## src/hdl/lhxb_pkg.sv

```systemverilog
package lhxb_pkg;

	// action codes of the input item
	localparam logic [1:0] ACT_OFFSET = 2'd0;
	localparam logic [1:0] ACT_BEAM   = 2'd1;
	localparam logic [1:0] ACT_HIT    = 2'd2;
	localparam logic [1:0] ACT_UNUSED = 2'd3;

	// configuration register indexes
	localparam logic [2:0] REG_MIN_X = 3'd0;
	localparam logic [2:0] REG_MIN_Y = 3'd1;
	localparam logic [2:0] REG_MIN_Z = 3'd2;
	localparam logic [2:0] REG_MAX_X = 3'd3;
	localparam logic [2:0] REG_MAX_Y = 3'd4;
	localparam logic [2:0] REG_MAX_Z = 3'd5;

	// fixed-point constants
	localparam logic signed [25:0] ANG_LIMIT       = 26'sd23592960;
	localparam logic [30:0]        DEG2RAD_Q32     = 31'd1199381129;
	localparam logic signed [35:0] PI_Q30          = 36'sd3373259426;
	localparam logic signed [35:0] TWO_PI_Q30      = 36'sd6746518852;
	localparam logic signed [35:0] HALF_PI_Q30     = 36'sd1686629713;
	localparam logic signed [33:0] CORDIC_INV_GAIN = 34'sd652032874;

	typedef struct packed {
		logic cap;
		logic set_ofs;
		logic set_beam;
		logic inc_idx;
		logic d2r_mul;
		logic d2r_az;
		logic wr_zen;
		logic wr_az;
		logic cord_init;
		logic cord_az;
		logic cord_step;
		logic store_zen;
		logic store_az;
		logic dir_mul;
		logic dir_rnd;
		logic hit_mul;
		logic hit_sum;
		logic emit;
	} lhxb_cmd_t;

	typedef struct packed {
		logic hit_ok;
		logic cord_last;
		logic in_box;
	} lhxb_stat_t;

	// truncated Q30 arctangent of 2^-i
	function automatic logic [31:0] atan_q30(input logic [4:0] i);
		logic [31:0] v;
		unique case (i)
			5'd0: v = 32'd843314856;
			5'd1: v = 32'd497837829;
			5'd2: v = 32'd263043836;
			5'd3: v = 32'd133525158;
			5'd4: v = 32'd67021686;
			5'd5: v = 32'd33543515;
			5'd6: v = 32'd16775850;
			5'd7: v = 32'd8388437;
			5'd8: v = 32'd4194282;
			5'd9: v = 32'd2097149;
			5'd10: v = 32'd1048575;
			5'd11: v = 32'd524287;
			5'd12: v = 32'd262143;
			5'd13: v = 32'd131071;
			5'd14: v = 32'd65535;
			5'd15: v = 32'd32767;
			5'd16: v = 32'd16383;
			5'd17: v = 32'd8191;
			5'd18: v = 32'd4095;
			5'd19: v = 32'd2047;
			5'd20: v = 32'd1023;
			5'd21: v = 32'd511;
			5'd22: v = 32'd255;
			5'd23: v = 32'd127;
			5'd24: v = 32'd63;
			5'd25: v = 32'd31;
			5'd26: v = 32'd15;
			5'd27: v = 32'd8;
			5'd28: v = 32'd4;
			5'd29: v = 32'd2;
			5'd30: v = 32'd1;
			default: v = 32'd0;
		endcase
		return v;
	endfunction

	// round a Q60 product to Q30, halves away from zero
	function automatic logic signed [31:0] rnd30_64(input logic signed [63:0] p);
		logic [63:0] mag;
		logic [63:0] r;
		mag = p[63] ? 64'(-p) : 64'(p);
		r = (mag + 64'(1 << 29)) >> 30;
		return p[63] ? -$signed(r[31:0]) : $signed(r[31:0]);
	endfunction

	// round range times coefficient down by 2^30, halves away from zero
	function automatic logic signed [23:0] rnd30_53(input logic signed [52:0] p);
		logic [52:0] mag;
		logic [52:0] r;
		mag = p[52] ? 53'(-p) : 53'(p);
		r = (mag + 53'(1 << 29)) >> 30;
		return p[52] ? -$signed(r[23:0]) : $signed(r[23:0]);
	endfunction

	// clamp a 50-bit sum to the signed 48-bit range
	function automatic logic signed [47:0] sat48(input logic signed [49:0] s);
		logic signed [47:0] v;
		if (s[49:47] == 3'b000 || s[49:47] == 3'b111) begin
			v = s[47:0];
		end else if (s[49]) begin
			v = {1'b1, 47'd0};
		end else begin
			v = {1'b0, {47{1'b1}}};
		end
		return v;
	endfunction

endpackage

```

## src/hdl/lhxb_ctrl.sv

```systemverilog
module lhxb_ctrl import lhxb_pkg::*; (
	input  logic       clk,
	input  logic       arst_n,
	input  logic       in_valid,
	output logic       in_ready,
	input  logic [1:0] action,
	output logic       out_valid,
	input  logic       out_ready,
	output lhxb_cmd_t  cmd,
	input  lhxb_stat_t st
);

	localparam logic [3:0] S_IDLE = 4'd0;
	localparam logic [3:0] S_DZ   = 4'd1;
	localparam logic [3:0] S_DA   = 4'd2;
	localparam logic [3:0] S_CZI  = 4'd3;
	localparam logic [3:0] S_CZR  = 4'd4;
	localparam logic [3:0] S_CAI  = 4'd5;
	localparam logic [3:0] S_CAR  = 4'd6;
	localparam logic [3:0] S_DS   = 4'd7;
	localparam logic [3:0] S_DM   = 4'd8;
	localparam logic [3:0] S_DR   = 4'd9;
	localparam logic [3:0] S_HM   = 4'd10;
	localparam logic [3:0] S_HS   = 4'd11;
	localparam logic [3:0] S_HE   = 4'd12;

	logic [3:0] state_q, state_d;
	logic       out_valid_q;
	logic       in_xfer;
	logic       slot_free;

	assign in_ready  = (state_q == S_IDLE);
	assign in_xfer   = in_valid && in_ready;
	assign out_valid = out_valid_q;
	assign slot_free = !out_valid_q || out_ready;

	// decode state into datapath commands
	always_comb begin
		cmd     = '0;
		state_d = state_q;
		unique case (state_q)
			S_IDLE: begin
				if (in_xfer) begin
					cmd.cap = 1'b1;
					unique case (action)
						ACT_OFFSET: cmd.set_ofs = 1'b1;
						ACT_BEAM: begin
							cmd.set_beam = 1'b1;
							state_d      = S_DZ;
						end
						ACT_HIT: begin
							if (st.hit_ok) begin
								cmd.inc_idx = 1'b1;
								state_d     = S_HM;
							end
						end
						default: ;
					endcase
				end
			end
			S_DZ: begin
				cmd.d2r_mul = 1'b1;
				state_d     = S_DA;
			end
			S_DA: begin
				cmd.wr_zen  = 1'b1;
				cmd.d2r_mul = 1'b1;
				cmd.d2r_az  = 1'b1;
				state_d     = S_CZI;
			end
			S_CZI: begin
				cmd.wr_az     = 1'b1;
				cmd.cord_init = 1'b1;
				state_d       = S_CZR;
			end
			S_CZR: begin
				cmd.cord_step = 1'b1;
				if (st.cord_last) begin
					state_d = S_CAI;
				end
			end
			S_CAI: begin
				cmd.store_zen = 1'b1;
				cmd.cord_init = 1'b1;
				cmd.cord_az   = 1'b1;
				state_d       = S_CAR;
			end
			S_CAR: begin
				cmd.cord_step = 1'b1;
				if (st.cord_last) begin
					state_d = S_DS;
				end
			end
			S_DS: begin
				cmd.store_az = 1'b1;
				state_d      = S_DM;
			end
			S_DM: begin
				cmd.dir_mul = 1'b1;
				state_d     = S_DR;
			end
			S_DR: begin
				cmd.dir_rnd = 1'b1;
				state_d     = S_IDLE;
			end
			S_HM: begin
				cmd.hit_mul = 1'b1;
				state_d     = S_HS;
			end
			S_HS: begin
				cmd.hit_sum = 1'b1;
				state_d     = S_HE;
			end
			S_HE: begin
				// drop points outside the box, hold while the output slot is full
				if (!st.in_box) begin
					state_d = S_IDLE;
				end else if (slot_free) begin
					cmd.emit = 1'b1;
					state_d  = S_IDLE;
				end
			end
			default: state_d = S_IDLE;
		endcase
	end

	always_ff @(posedge clk or negedge arst_n) begin
		if (!arst_n) begin
			state_q     <= S_IDLE;
			out_valid_q <= 1'b0;
		end else begin
			state_q <= state_d;
			if (cmd.emit) begin
				out_valid_q <= 1'b1;
			end else if (out_ready) begin
				out_valid_q <= 1'b0;
			end
		end
	end

	a_hit_starts: assert property (@(posedge clk) disable iff (!arst_n)
		in_xfer && action == ACT_HIT && st.hit_ok |=> state_q == S_HM)
		else $error("accepted hit did not start the hit sequence");

	a_offset_idle: assert property (@(posedge clk) disable iff (!arst_n)
		in_xfer && action == ACT_OFFSET |=> state_q == S_IDLE)
		else $error("offset transfer left the idle state");

	a_stall_holds: assert property (@(posedge clk) disable iff (!arst_n)
		state_q == S_HE && st.in_box && out_valid_q && !out_ready
		|=> state_q == S_HE && out_valid_q)
		else $error("kept point lost while output stalled");

	a_emit_sets_valid: assert property (@(posedge clk) disable iff (!arst_n)
		cmd.emit |=> out_valid_q)
		else $error("emitted point not presented");

endmodule

```

## config.mk

```make
export PLATFORM = sky130hd
export DESIGN_NAME = lhxb_ctrl
export DESIGN_NICKNAME = d
export VERILOG_FILES = /design/src/hdl/lhxb_pkg.sv /design/src/hdl/lhxb_ctrl.sv
export SDC_FILE = /design/constraint.sdc
export NUM_CORES = 1
export LEC_CHECK = 0
export ABC_AREA = 0
export ABC_CLOCK_PERIOD_IN_PS = 1300
export BUFFER_PORTS_ARGS = -buffer_cell sky130_fd_sc_hd__buf_2
export CAP_MARGIN = 20
export CORE_MARGIN = 5
export CORE_UTILIZATION = 35
export DETAILED_ROUTE_END_ITERATION = 10
export PLACE_DENSITY = 0.69
export REMOVE_ABC_BUFFERS = 1
export SLEW_MARGIN = 30
export SYNTH_ARGS = -nofsm -noshare
export SYNTH_HDL_FRONTEND = slang
export SYNTH_SLANG_ARGS = --single-unit
```

## constraint.sdc

```tcl
create_clock -name clk -period 1.3 [get_ports clk]
set_input_delay 0 -clock clk [delete_from_list [all_inputs] [get_ports clk]]
set_output_delay 0 -clock clk [all_outputs]
set_load 0.005 [all_outputs]
```

### After elaboration in Yosys (flattened, before gate mapping)

Index checks and enable logic that the tools add are counted.

| cells by class | value |
|---|---|
| multiplexer cells | 30 |
| reduce and logical (&&, ||, !) cells | 10 |
| equal/unequal tests | 20 |

Operators by type and width:

| operator | number |
|---|---|
| $pmux W4 S12 | 1 |
| $mux W4 | 8 |
| $eq A4 B4 Y1 const B | 5 |
| $mux W1 | 19 |
| $eq A4 B3 Y1 const B | 4 |
| $eq A4 B2 Y1 const B | 2 |
| $pmux W4 S2 | 1 |
| $ne A3 B3 Y1 const B | 2 |
| $reduce_and A6 Y1 | 1 |
| $reduce_or A2 Y1 | 3 |
| $eq A4 B1 Y1 const B | 1 |
| $logic_not A4 Y1 | 1 |
| $ne A2 B2 Y1 const B | 2 |
| $ne A3 B1 Y1 const B | 1 |
| $eq A2 B1 Y1 const B | 1 |
| $eq A2 B2 Y1 const B | 1 |
| $logic_not A2 Y1 | 1 |
| $mux W2 | 1 |
| $ne A2 B1 Y1 const B | 1 |
| $reduce_bool A2 Y1 | 1 |
| $logic_and A1 B1 Y1 | 1 |
| $logic_not A1 Y1 | 1 |
| $logic_or A1 B1 Y1 | 1 |

| storage, ports and cells | value |
|---|---|
| register bits after elaboration | 5 |
| word-level logic and storage cells | 62 |
| bits of input ports | 9 |

### Depth between registers and ports, before layout

Gate-level depths: netlist of run 1.

| depth | value |
|---|---|
| depth after elaboration | 6 |
| depth in mapped cells | 6 |
| depth with buffers taken out | 4 |

### Worst setup path before layout of run 1

No wires, ideal clock.

| timing path | value |
|---|---|
| kind | flip-flop to flip-flop |
| start point | reg state_q[3] |
| end point | reg state_q[1] |
| data required time | 1.165 ns |
| stages on the path, launching flop included | 6 |
| buffers on the path | 1 |
| data arrival time | 1.239 ns |
| clock period less this slack | 1.374 ns |
| setup time | 0.135 ns |
| path slack | -0.074 ns |
| path through | dfrtp_1 -> nand2b_1 -> buf_6 -> or3_4 -> o211ai_2 -> o32ai_1 |

| between the ends | value |
|---|---|
| cells in the longest elaborated chain, start to end | 4 |
| elaborated cells on any way between the ends | 21 |

Ends and longest elaborated chain:

| what | line | text |
|---|---|---|
| start: declaration | lhxb_ctrl.sv:27 | `logic [3:0] state_q, state_d;` |
| start signal: assignment | lhxb_ctrl.sv:132 | `state_q <= state_d;` |
| $logic_not A4 Y1 | lhxb_ctrl.sv:32, lhxb_ctrl.sv:41 |  |
| $logic_and A1 B1 Y1 | lhxb_ctrl.sv:33 | `assign in_xfer = in_valid && in_ready;` |
| $ne A2 B1 Y1 (no line) | - |  |
| $reduce_and A6 Y1 (no line) | - |  |

Parallel ways exist; a longest one is shown, timed or not.
A chain may end at the register's enable or synchronous reset.

==> metrics.txt, run 1 <==
# TYPE chip_impl_metric gauge
chip_impl_info{name="status",value="complete, but fails checks"} 1
chip_impl_info{name="failing_checks",value="negative setup slack"} 1
chip_impl_metric{name="fin_worst_skew",unit="ps"} 11.3
chip_impl_metric{name="nFillCells",unit=""} 109
chip_impl_metric{name="synthesis.instances",unit=""} 62
chip_impl_metric{name="cp.buffers_inverters",unit=""} 4
chip_impl_metric{name="nets",unit=""} 118
chip_impl_metric{name="dp.cells",unit=""} 108
chip_impl_metric{name="start_util",unit="%"} 37.2
chip_impl_metric{name="clk-insertion-delay-late",unit="ps"} 250
chip_impl_metric{name="drc",unit=""} 0
chip_impl_info{name="synthTopCellsByCount",value="sky130_fd_sc_hd__nor2_1 (12), sky130_fd_sc_hd__a21oi_1 (5), sky130_fd_sc_hd__dfrtp_1 (5), sky130_fd_sc_hd__nand2_1 (5), sky130_fd_sc_hd__buf_4 (4)"} 1
chip_impl_metric{name="postSynthAreaPerCell",unit="sq um"} 7.91
chip_impl_metric{name="antenna_violations_before_repair",unit=""} 0
chip_impl_info{name="kind_of_capture_point_of_the_worst_setup_path",value="primary output"} 1
chip_impl_metric{name="number_of_cts_inserted_buffers",unit=""} 3
chip_impl_metric{name="setup_viol_count_final",unit=""} 20
chip_impl_metric{name="postLayoutCoreUtil",unit="%"} 68.8
chip_impl_metric{name="overflow",unit=""} 0
chip_impl_metric{name="met3_length",unit="microns"} 101
chip_impl_metric{name="drt-initial-drc-count",unit=""} 8
chip_impl_metric{name="io-pin-count",unit=""} 29
chip_impl_metric{name="insertedDiodeCount",unit=""} 0
chip_impl_metric{name="route.detailed.wl_per_inst",unit="microns"} 15.3
chip_impl_metric{name="post_drt_antenna_nets",unit=""} 0
chip_impl_metric{name="dieHeight",unit="microns"} 47.4
chip_impl_metric{name="layout-area-overhead-vs-synth",unit="%"} 84.7
chip_impl_metric{name="grt_start_max_net_pins",unit=""} 9
chip_impl_info{name="path_cells",value="buf_6 -> buf_6 -> or2b_1 -> buf_6 -> nor2_2 -> buf_2"} 1
chip_impl_metric{name="finish.cell_count_without_fillers",unit=""} 123
chip_impl_metric{name="post-route-worst-setup-slack",unit="ps"} -139
chip_impl_metric{name="max-cap-violations",unit=""} 0
chip_impl_metric{name="worst_slew_pin_slew",unit="ps"} 293
chip_impl_metric{name="first_pass_iters",unit=""} 4
chip_impl_metric{name="synth.distinct_cells",unit=""} 26
chip_impl_metric{name="routed_via_density",unit=""} 5.20
chip_impl_metric{name="asyncSetResetFlopFracSynth",unit="%"} 100
chip_impl_metric{name="power.share.switching",unit="%"} 45.8
chip_impl_metric{name="die-width",unit="microns"} 47.4
chip_impl_metric{name="combinationalPowerShare",unit="%"} 74.9
chip_impl_metric{name="worst_ep_required_time",unit="ps"} 1300
chip_impl_metric{name="via_total_after_detailed_routing",unit=""} 640
chip_impl_metric{name="yosys.area.top_type_share",unit="%"} 25.5
chip_impl_info{name="tritoncts",value="done"} 1
chip_impl_info{name="rsz0062_at_grt",value="true"} 1
chip_impl_metric{name="routability_congestion_estimate_from_global_placement",unit=""} 0.862
chip_impl_metric{name="post-route-min-period",unit="ps"} 1440
chip_impl_info{name="synth_top_cell_by_area",value="sky130_fd_sc_hd__dfrtp_1"} 1
chip_impl_metric{name="synth-seq-area-share",unit="%"} 25.5
chip_impl_metric{name="cts_buffer_depth",unit=""} 2
chip_impl_info{name="min_path_type",value="in2async"} 1
chip_impl_metric{name="drive_gt1_share",unit="%"} 70.4
chip_impl_metric{name="ir_worst_vdd",unit="mV"} 1.11
chip_impl_metric{name="power_per_cell_area",unit="nW/um^2"} 2190
chip_impl_metric{name="gr-usage-all-layers",unit="%"} 16.3
chip_impl_metric{name="maxSlewHeadroom",unit="%"} 80.4
chip_impl_metric{name="wl_met1",unit="microns"} 712
chip_impl_metric{name="dieArea",unit="sq um"} 2250
chip_impl_metric{name="power.share.clock",unit="%"} 9.5
chip_impl_metric{name="max_freq",unit="MHz"} 695
chip_impl_metric{name="grt_first_pass_wirelength",unit="microns"} 2560
chip_impl_metric{name="clk_transition_reported_paths",unit="ps"} 50
chip_impl_metric{name="ys_seq_elements",unit=""} 5
chip_impl_metric{name="pins_over_slew_limit",unit=""} 0
chip_impl_metric{name="fp-row-count",unit=""} 13
chip_impl_metric{name="worst_r2r_path_depth",unit=""} 5
chip_impl_info{name="slowest_stage",value="sky130_fd_sc_hd__dfrtp_1"} 1
chip_impl_metric{name="ctsHtreeMaxLevel",unit=""} 1
chip_impl_metric{name="fin_crit_sh",unit="%"} 111
chip_impl_metric{name="cell_internal_power",unit="mW"} 1.08
chip_impl_info{name="postSynth.topFlopCell",value="sky130_fd_sc_hd__dfrtp_1"} 1
chip_impl_metric{name="synth_area",unit="sq um"} 490
chip_impl_metric{name="cpPeakStageDelay",unit="ps"} 370
chip_impl_metric{name="path_depth",unit=""} 6
chip_impl_metric{name="worst-endpoint-arrival",unit="ps"} 1440
chip_impl_metric{name="yosysWarningCount",unit=""} 0
chip_impl_info{name="worst_setup_path_start_kind",value="register"} 1
chip_impl_info{name="leading_post_synthesis_cells_by_cell_area",value="sky130_fd_sc_hd__dfrtp_1 (26%), sky130_fd_sc_hd__nor2_1 (9.2%), sky130_fd_sc_hd__buf_4 (6.1%)"} 1
chip_impl_info{name="path_common_cell",value="sky130_fd_sc_hd__buf_6"} 1
chip_impl_metric{name="met2RoutedLength",unit="microns"} 1050
chip_impl_info{name="top_routing_layer_used",value="met4"} 1
chip_impl_metric{name="power.net_switching",unit="mW"} 0.907
chip_impl_info{name="critPathTopFamily",value="buffers and inverters"} 1
chip_impl_metric{name="port_buffers",unit=""} 28
chip_impl_metric{name="route.final.wire_length",unit="microns"} 1880
chip_impl_metric{name="seq_power_share",unit="%"} 15.6
chip_impl_metric{name="leakagePower",unit="nW"} 0.450
chip_impl_metric{name="number_of_global_route_vias_before_repair",unit=""} 589
chip_impl_metric{name="core-area",unit="sq um"} 1320
chip_impl_metric{name="clock_sinks",unit=""} 5
chip_impl_metric{name="synth_edf_count",unit=""} 0
chip_impl_metric{name="maximum_fanout_along_the_worst_path",unit=""} 3
chip_impl_metric{name="report.power.total",unit="mW"} 1.98
chip_impl_metric{name="dp_hpwl",unit="microns"} 1170
chip_impl_info{name="cts-root-buf",value="sky130_fd_sc_hd__clkbuf_4"} 1
chip_impl_info{name="most_repeated_cell_in_the_gate_level_netlist_after_synthesis",value="sky130_fd_sc_hd__nor2_1"} 1
chip_impl_metric{name="final_hold_viol_count",unit=""} 0
chip_impl_info{name="worst-setup-path-type",value="reg2out"} 1
[routing by layer]
| layer | vias to the layer above | GRT usage [%] |
|---|---|---|
| met5 | - | 0 |
| met1 | 310 | 18.4 |
| li1 | 306 | - |
| met4 | 0 | 7.73 |
| met2 | 22 | 29.7 |
| met3 | 2 | 2.26 |
[power groups by stage]
stage	Sequential [mW]	Clock, mW	Combinational [mW]
floorplan	0.347	0	0.490
global placement	0.296	0	0.953
detailed placement	0.303	0	0.964
CTS	0.318	0.198	1.18
global route	0.315	0.215	1.59
finish	0.309	0.188	1.49
[area by class of cell]
cell class / count / area, sq um / area share, %
multi-input combinational: 48 / 407 / 44.9
sequential: 5 / 128 / 14.1
timing repair buffer: 48 / 314 / 34.7
tap: 15 / 18.8 / 2.07
inverter: 3 / 11.3 / 1.24
clock buffer: 3 / 22.5 / 2.49
clock inverter: 1 / 5.00 / 0.552
[flip-flops by register name, indices dropped and copies added, names as in the netlist]
| name | flops |
|---|---|
| out_valid | 1 |
| state_q | 4 |
[cell families (layout without fill, tap and decap cells)]
group | count (synthesis) | count (layout) | synth area share (%)
simple gates | 34 | 34 | 40.1
mux | 1 | 1 | 2.04
compound gates | 13 | 13 | 19.4
flops | 5 | 5 | 25.5
buf+inv | 9 | 55 | 13.0
[per-stage QoR]
step / TNS (ps) / setup WS, ps / hold WS [ps] / instance area (sq um)
after floorplan: -163 / -55.2 / -296 / 438
after global placement: -5.04 / -5.04 / -180 / 664
after detailed placement: -112 / -58.8 / -175 / 664
after CTS: -2140 / -204 / 81.5 / 826
after global routing: -3180 / -228 / 99.7 / 906
final: -1740 / -139 / 96.4 / 906
[final timing paths]
path / from / to / slack (ps)
min: arst_n / state_q[2] / 100
max reg2reg: state_q[1] / state_q[0] / -120
min reg2reg: out_valid / out_valid / 620
max in group asynchronous: arst_n / state_q[0] / 1040
min in group clk: out_ready / out_valid / 130
max: state_q[3] / cmd[2] / -140
[layout by cell type, fill, tap and decap left out, types with 2 or more instances in the layout]
cell                            netlist  final
sky130_fd_sc_hd__o22ai_1              2      2
sky130_fd_sc_hd__dfrtp_2              0      2
sky130_fd_sc_hd__nor2_4               0      4
sky130_fd_sc_hd__nor3b_2              0      2
sky130_fd_sc_hd__buf_2                0     28
sky130_fd_sc_hd__nand2b_1             3      2
sky130_fd_sc_hd__dfrtp_1              5      3
sky130_fd_sc_hd__clkbuf_4             0      3
sky130_fd_sc_hd__dlygate4sd3_1        0      2
sky130_fd_sc_hd__buf_4                4     13
sky130_fd_sc_hd__nand2_1              5      3
sky130_fd_sc_hd__nor2_2               0      3
sky130_fd_sc_hd__a21oi_1              5      4
sky130_fd_sc_hd__nor2_1              12      5
sky130_fd_sc_hd__inv_1                3      2
sky130_fd_sc_hd__nand2_2              0      2
sky130_fd_sc_hd__buf_6                2      5
[repair_timing]
action / 4_1_cts / 5_1_grt
buffers inserted: 6 / 3
gates resized for setup: 15 / 18
pin swaps: 12 / 6
endpoints found under the hold margin: 6 / 0
endpoints found under the setup margin: 18 / 22
hold buffers: 2 / 0
Note: power is estimated with default switching activity, not from simulation.
==> run 2: changes to the inputs <==
- CTS_BUF_LIST: unset -> sky130_fd_sc_hd__clkbuf_8 sky130_fd_sc_hd__clkbuf_16
==> metrics.txt, run 2 (same netlist as run 1, synthesis figures left out) <==
# TYPE chip_impl_metric gauge
chip_impl_info{name="worst_setup_path_start_kind",value="register"} 1
chip_impl_metric{name="final_hold_viol_count",unit=""} 0
chip_impl_metric{name="drive_gt1_share",unit="%"} 69.9
chip_impl_metric{name="setup_viol_count_final",unit=""} 18
chip_impl_info{name="max_flop_register",value="state_q"} 1
chip_impl_info{name="rsz0062_at_grt",value="true"} 1
chip_impl_metric{name="dieArea",unit="sq um"} 2250
chip_impl_info{name="timing.rr.start",value="state_q[1]"} 1
chip_impl_metric{name="number_of_cts_inserted_buffers",unit=""} 3
chip_impl_info{name="critPathTopFamily",value="flip-flops"} 1
chip_impl_metric{name="via_total_after_detailed_routing",unit=""} 611
chip_impl_metric{name="worst-endpoint-arrival",unit="ps"} 1440
chip_impl_metric{name="overflow",unit=""} 0
chip_impl_metric{name="path_depth",unit=""} 5
chip_impl_metric{name="design_area",unit="sq um"} 870
chip_impl_metric{name="power_per_cell_area",unit="nW/um^2"} 2260
chip_impl_metric{name="routed_via_density",unit=""} 5.18
chip_impl_metric{name="leakagePower",unit="nW"} 0.433
chip_impl_metric{name="worst_ep_required_time",unit="ps"} 1300
chip_impl_metric{name="max_freq",unit="MHz"} 694
chip_impl_metric{name="placed_area",unit="sq um"} 664
chip_impl_info{name="worstSetupStartpoint",value="state_q[2]"} 1
chip_impl_metric{name="max-cap-violations",unit=""} 0
chip_impl_metric{name="fin_worst_skew",unit="ps"} 7.25
chip_impl_info{name="worstSetupEndpoint",value="cmd[2]"} 1
chip_impl_metric{name="ctsHtreeMaxLevel",unit=""} 1
chip_impl_info{name="mostFrequentLayoutCell",value="sky130_fd_sc_hd__buf_2"} 1
chip_impl_metric{name="largest_reg_flops",unit=""} 4
chip_impl_metric{name="die-width",unit="microns"} 47.4
chip_impl_metric{name="insertedDiodeCount",unit=""} 0
chip_impl_metric{name="cp.buffers_inverters",unit=""} 3
chip_impl_metric{name="port_buffers",unit=""} 28
chip_impl_info{name="worst-setup-path-type",value="reg2out"} 1
chip_impl_metric{name="drc",unit=""} 0
chip_impl_metric{name="cts_buffer_depth",unit=""} 2
chip_impl_metric{name="maxSlewHeadroom",unit="%"} 79.9
chip_impl_metric{name="fp-row-count",unit=""} 13
chip_impl_metric{name="seq_power_share",unit="%"} 16.2
chip_impl_metric{name="post-route-worst-setup-slack",unit="ps"} -142
chip_impl_info{name="slowest_stage",value="sky130_fd_sc_hd__dfrtp_2"} 1
chip_impl_metric{name="combinationalPowerShare",unit="%"} 68.6
chip_impl_metric{name="core-area",unit="sq um"} 1320
chip_impl_metric{name="grt_start_max_net_pins",unit=""} 9
chip_impl_info{name="worstReg2RegEnd",value="state_q[1]"} 1
chip_impl_metric{name="io-pin-count",unit=""} 29
chip_impl_info{name="layout_common_cells",value="sky130_fd_sc_hd__buf_2 (27), sky130_fd_sc_hd__buf_4 (9), sky130_fd_sc_hd__nor2_1 (5), sky130_fd_sc_hd__nor2_2 (5), sky130_fd_sc_hd__buf_6 (5)"} 1
chip_impl_metric{name="clk-insertion-delay-late",unit="ps"} 230
chip_impl_metric{name="post_drt_antenna_nets",unit=""} 0
chip_impl_metric{name="ir_worst_vdd",unit="mV"} 1.33
chip_impl_info{name="cts-root-buf",value="sky130_fd_sc_hd__clkbuf_8"} 1
chip_impl_metric{name="clock_sinks",unit=""} 5
chip_impl_metric{name="power.net_switching",unit="mW"} 0.875
chip_impl_info{name="status",value="complete, but fails checks"} 1
chip_impl_info{name="tritoncts",value="done"} 1
chip_impl_metric{name="route.final.wire_length",unit="microns"} 1790
chip_impl_metric{name="finish.cell_count_without_fillers",unit=""} 118
chip_impl_metric{name="power.share.clock",unit="%"} 15.2
chip_impl_metric{name="fin_crit_sh",unit="%"} 111
chip_impl_metric{name="nFillCells",unit=""} 109
chip_impl_metric{name="nets",unit=""} 113
chip_impl_info{name="min_path_type",value="in2async"} 1
chip_impl_metric{name="worst_r2r_path_depth",unit=""} 4
chip_impl_metric{name="antenna_violations_before_repair",unit=""} 0
chip_impl_metric{name="layout-area-overhead-vs-synth",unit="%"} 77.3
chip_impl_metric{name="register_area",unit="sq um"} 128
chip_impl_metric{name="worst_slew_pin_slew",unit="ps"} 300
chip_impl_metric{name="dieHeight",unit="microns"} 47.4
chip_impl_metric{name="dp_slack",unit="ps"} -58.8
chip_impl_metric{name="number_of_global_route_vias_before_repair",unit=""} 539
chip_impl_metric{name="post-route-min-period",unit="ps"} 1440
chip_impl_metric{name="r2r_setup_slack",unit="ps"} -60
chip_impl_info{name="failing_checks",value="negative setup slack"} 1
chip_impl_metric{name="pins_over_slew_limit",unit=""} 0
chip_impl_info{name="kind_of_capture_point_of_the_worst_setup_path",value="primary output"} 1
chip_impl_metric{name="maximum_fanout_along_the_worst_path",unit=""} 5
chip_impl_metric{name="cell_internal_power",unit="mW"} 1.09
chip_impl_metric{name="start_util",unit="%"} 37.2
chip_impl_metric{name="routability_congestion_estimate_from_global_placement",unit=""} 0.862
chip_impl_metric{name="dp.cells",unit=""} 108
chip_impl_metric{name="grt_first_pass_wirelength",unit="microns"} 2350
chip_impl_metric{name="dp_hpwl",unit="microns"} 1170
chip_impl_metric{name="gr-usage-all-layers",unit="%"} 15.2
chip_impl_metric{name="route.detailed.wl_per_inst",unit="microns"} 15.1
chip_impl_metric{name="cpPeakStageDelay",unit="ps"} 440
chip_impl_info{name="path_common_cell",value="sky130_fd_sc_hd__buf_6"} 1
chip_impl_metric{name="area_taken_by_multi_input_logic_gates",unit="sq um"} 387
chip_impl_metric{name="drt-initial-drc-count",unit=""} 10
chip_impl_metric{name="clk_transition_reported_paths",unit="ps"} 40
chip_impl_metric{name="first_pass_iters",unit=""} 4
chip_impl_metric{name="power.share.switching",unit="%"} 44.5
chip_impl_info{name="path_cells",value="buf_6 -> or2b_1 -> buf_6 -> nor2_2 -> buf_2"} 1
-- run 2: cell types whose count changed in the layout (fill, tap and decap cells not counted), moves of 2 or more --
cell                       change
sky130_fd_sc_hd__buf_4         -4
sky130_fd_sc_hd__clkbuf_4      -3
sky130_fd_sc_hd__clkbuf_8      +3
sky130_fd_sc_hd__a21oi_1       -2
sky130_fd_sc_hd__a21oi_2       +2
sky130_fd_sc_hd__nor2_2        +2
sky130_fd_sc_hd__nor2_4        -2
-- run 2: area by class of cell --
cell class / instances / share of cell area (%)
Clock buffer: 3 / 4.75
Clock inverter: 1 / 0.576
Inverter: 3 / 1.29
Multi-Input combinational cell: 48 / 44.5
Sequential cell: 5 / 14.7
Tap cell: 15 / 2.16
Timing Repair Buffer: 43 / 32.1
-- run 2: worst min path at each step --
stage	startpoint	endpoint	slack, ps	depth (start not counted)
finish	arst_n	state_q[1]	120	2
detailed placement	arst_n	out_valid	-170	1
floorplan	arst_n	out_valid	-300	0
global route	arst_n	state_q[1]	130	2
CTS	arst_n	state_q[2]	110	2
global placement	arst_n	state_q[0]	-180	1
-- run 2: what timing repair did --
action,in CTS,in global routing
setup buffers,2,2
gates resized for setup,13,19
pin swaps,12,3
endpoints found under the hold margin,6,0
hold buffers,2,0
endpoints found under the setup margin,18,22
-- run 2: worst reg2reg max path, delay by kind of cell, from the launching register on --
family          cells  cell delay, ps
compound gates      3             450
flops               1             420
simple gates        1             370
-- run 2: per-stage QoR --
stage               utilization (%)  power (mW)  hold slack, ps  setup TNS, ps
global placement               50.4        1.25            -180          -5.04
finish                         66.0        1.97             117          -1200
global route                   66.0        2.10             134          -2240
floorplan                         -       0.838            -296           -163
detailed placement             50.4        1.27            -175           -112
CTS                            60.1        1.71             109          -1640
-- run 2: power groups by stage --
stage	registers [mW]	logic, mW	clock network (mW)
detailed placement	0.303	0.964	0
CTS	0.315	1.09	0.305
finish	0.319	1.35	0.300
global placement	0.296	0.953	0
floorplan	0.347	0.490	0
global route	0.323	1.45	0.328
-- run 2: routing by layer --
layer / vias to the layer above / global-route usage [%] / wire length, microns
li1: 295 / - / -
met1: 291 / 18.2 / 692
met2: 19 / 25.1 / 929
met3: 6 / 2.26 / 108
met4: 0 / 9.94 / 55
met5: - / 0 / 0
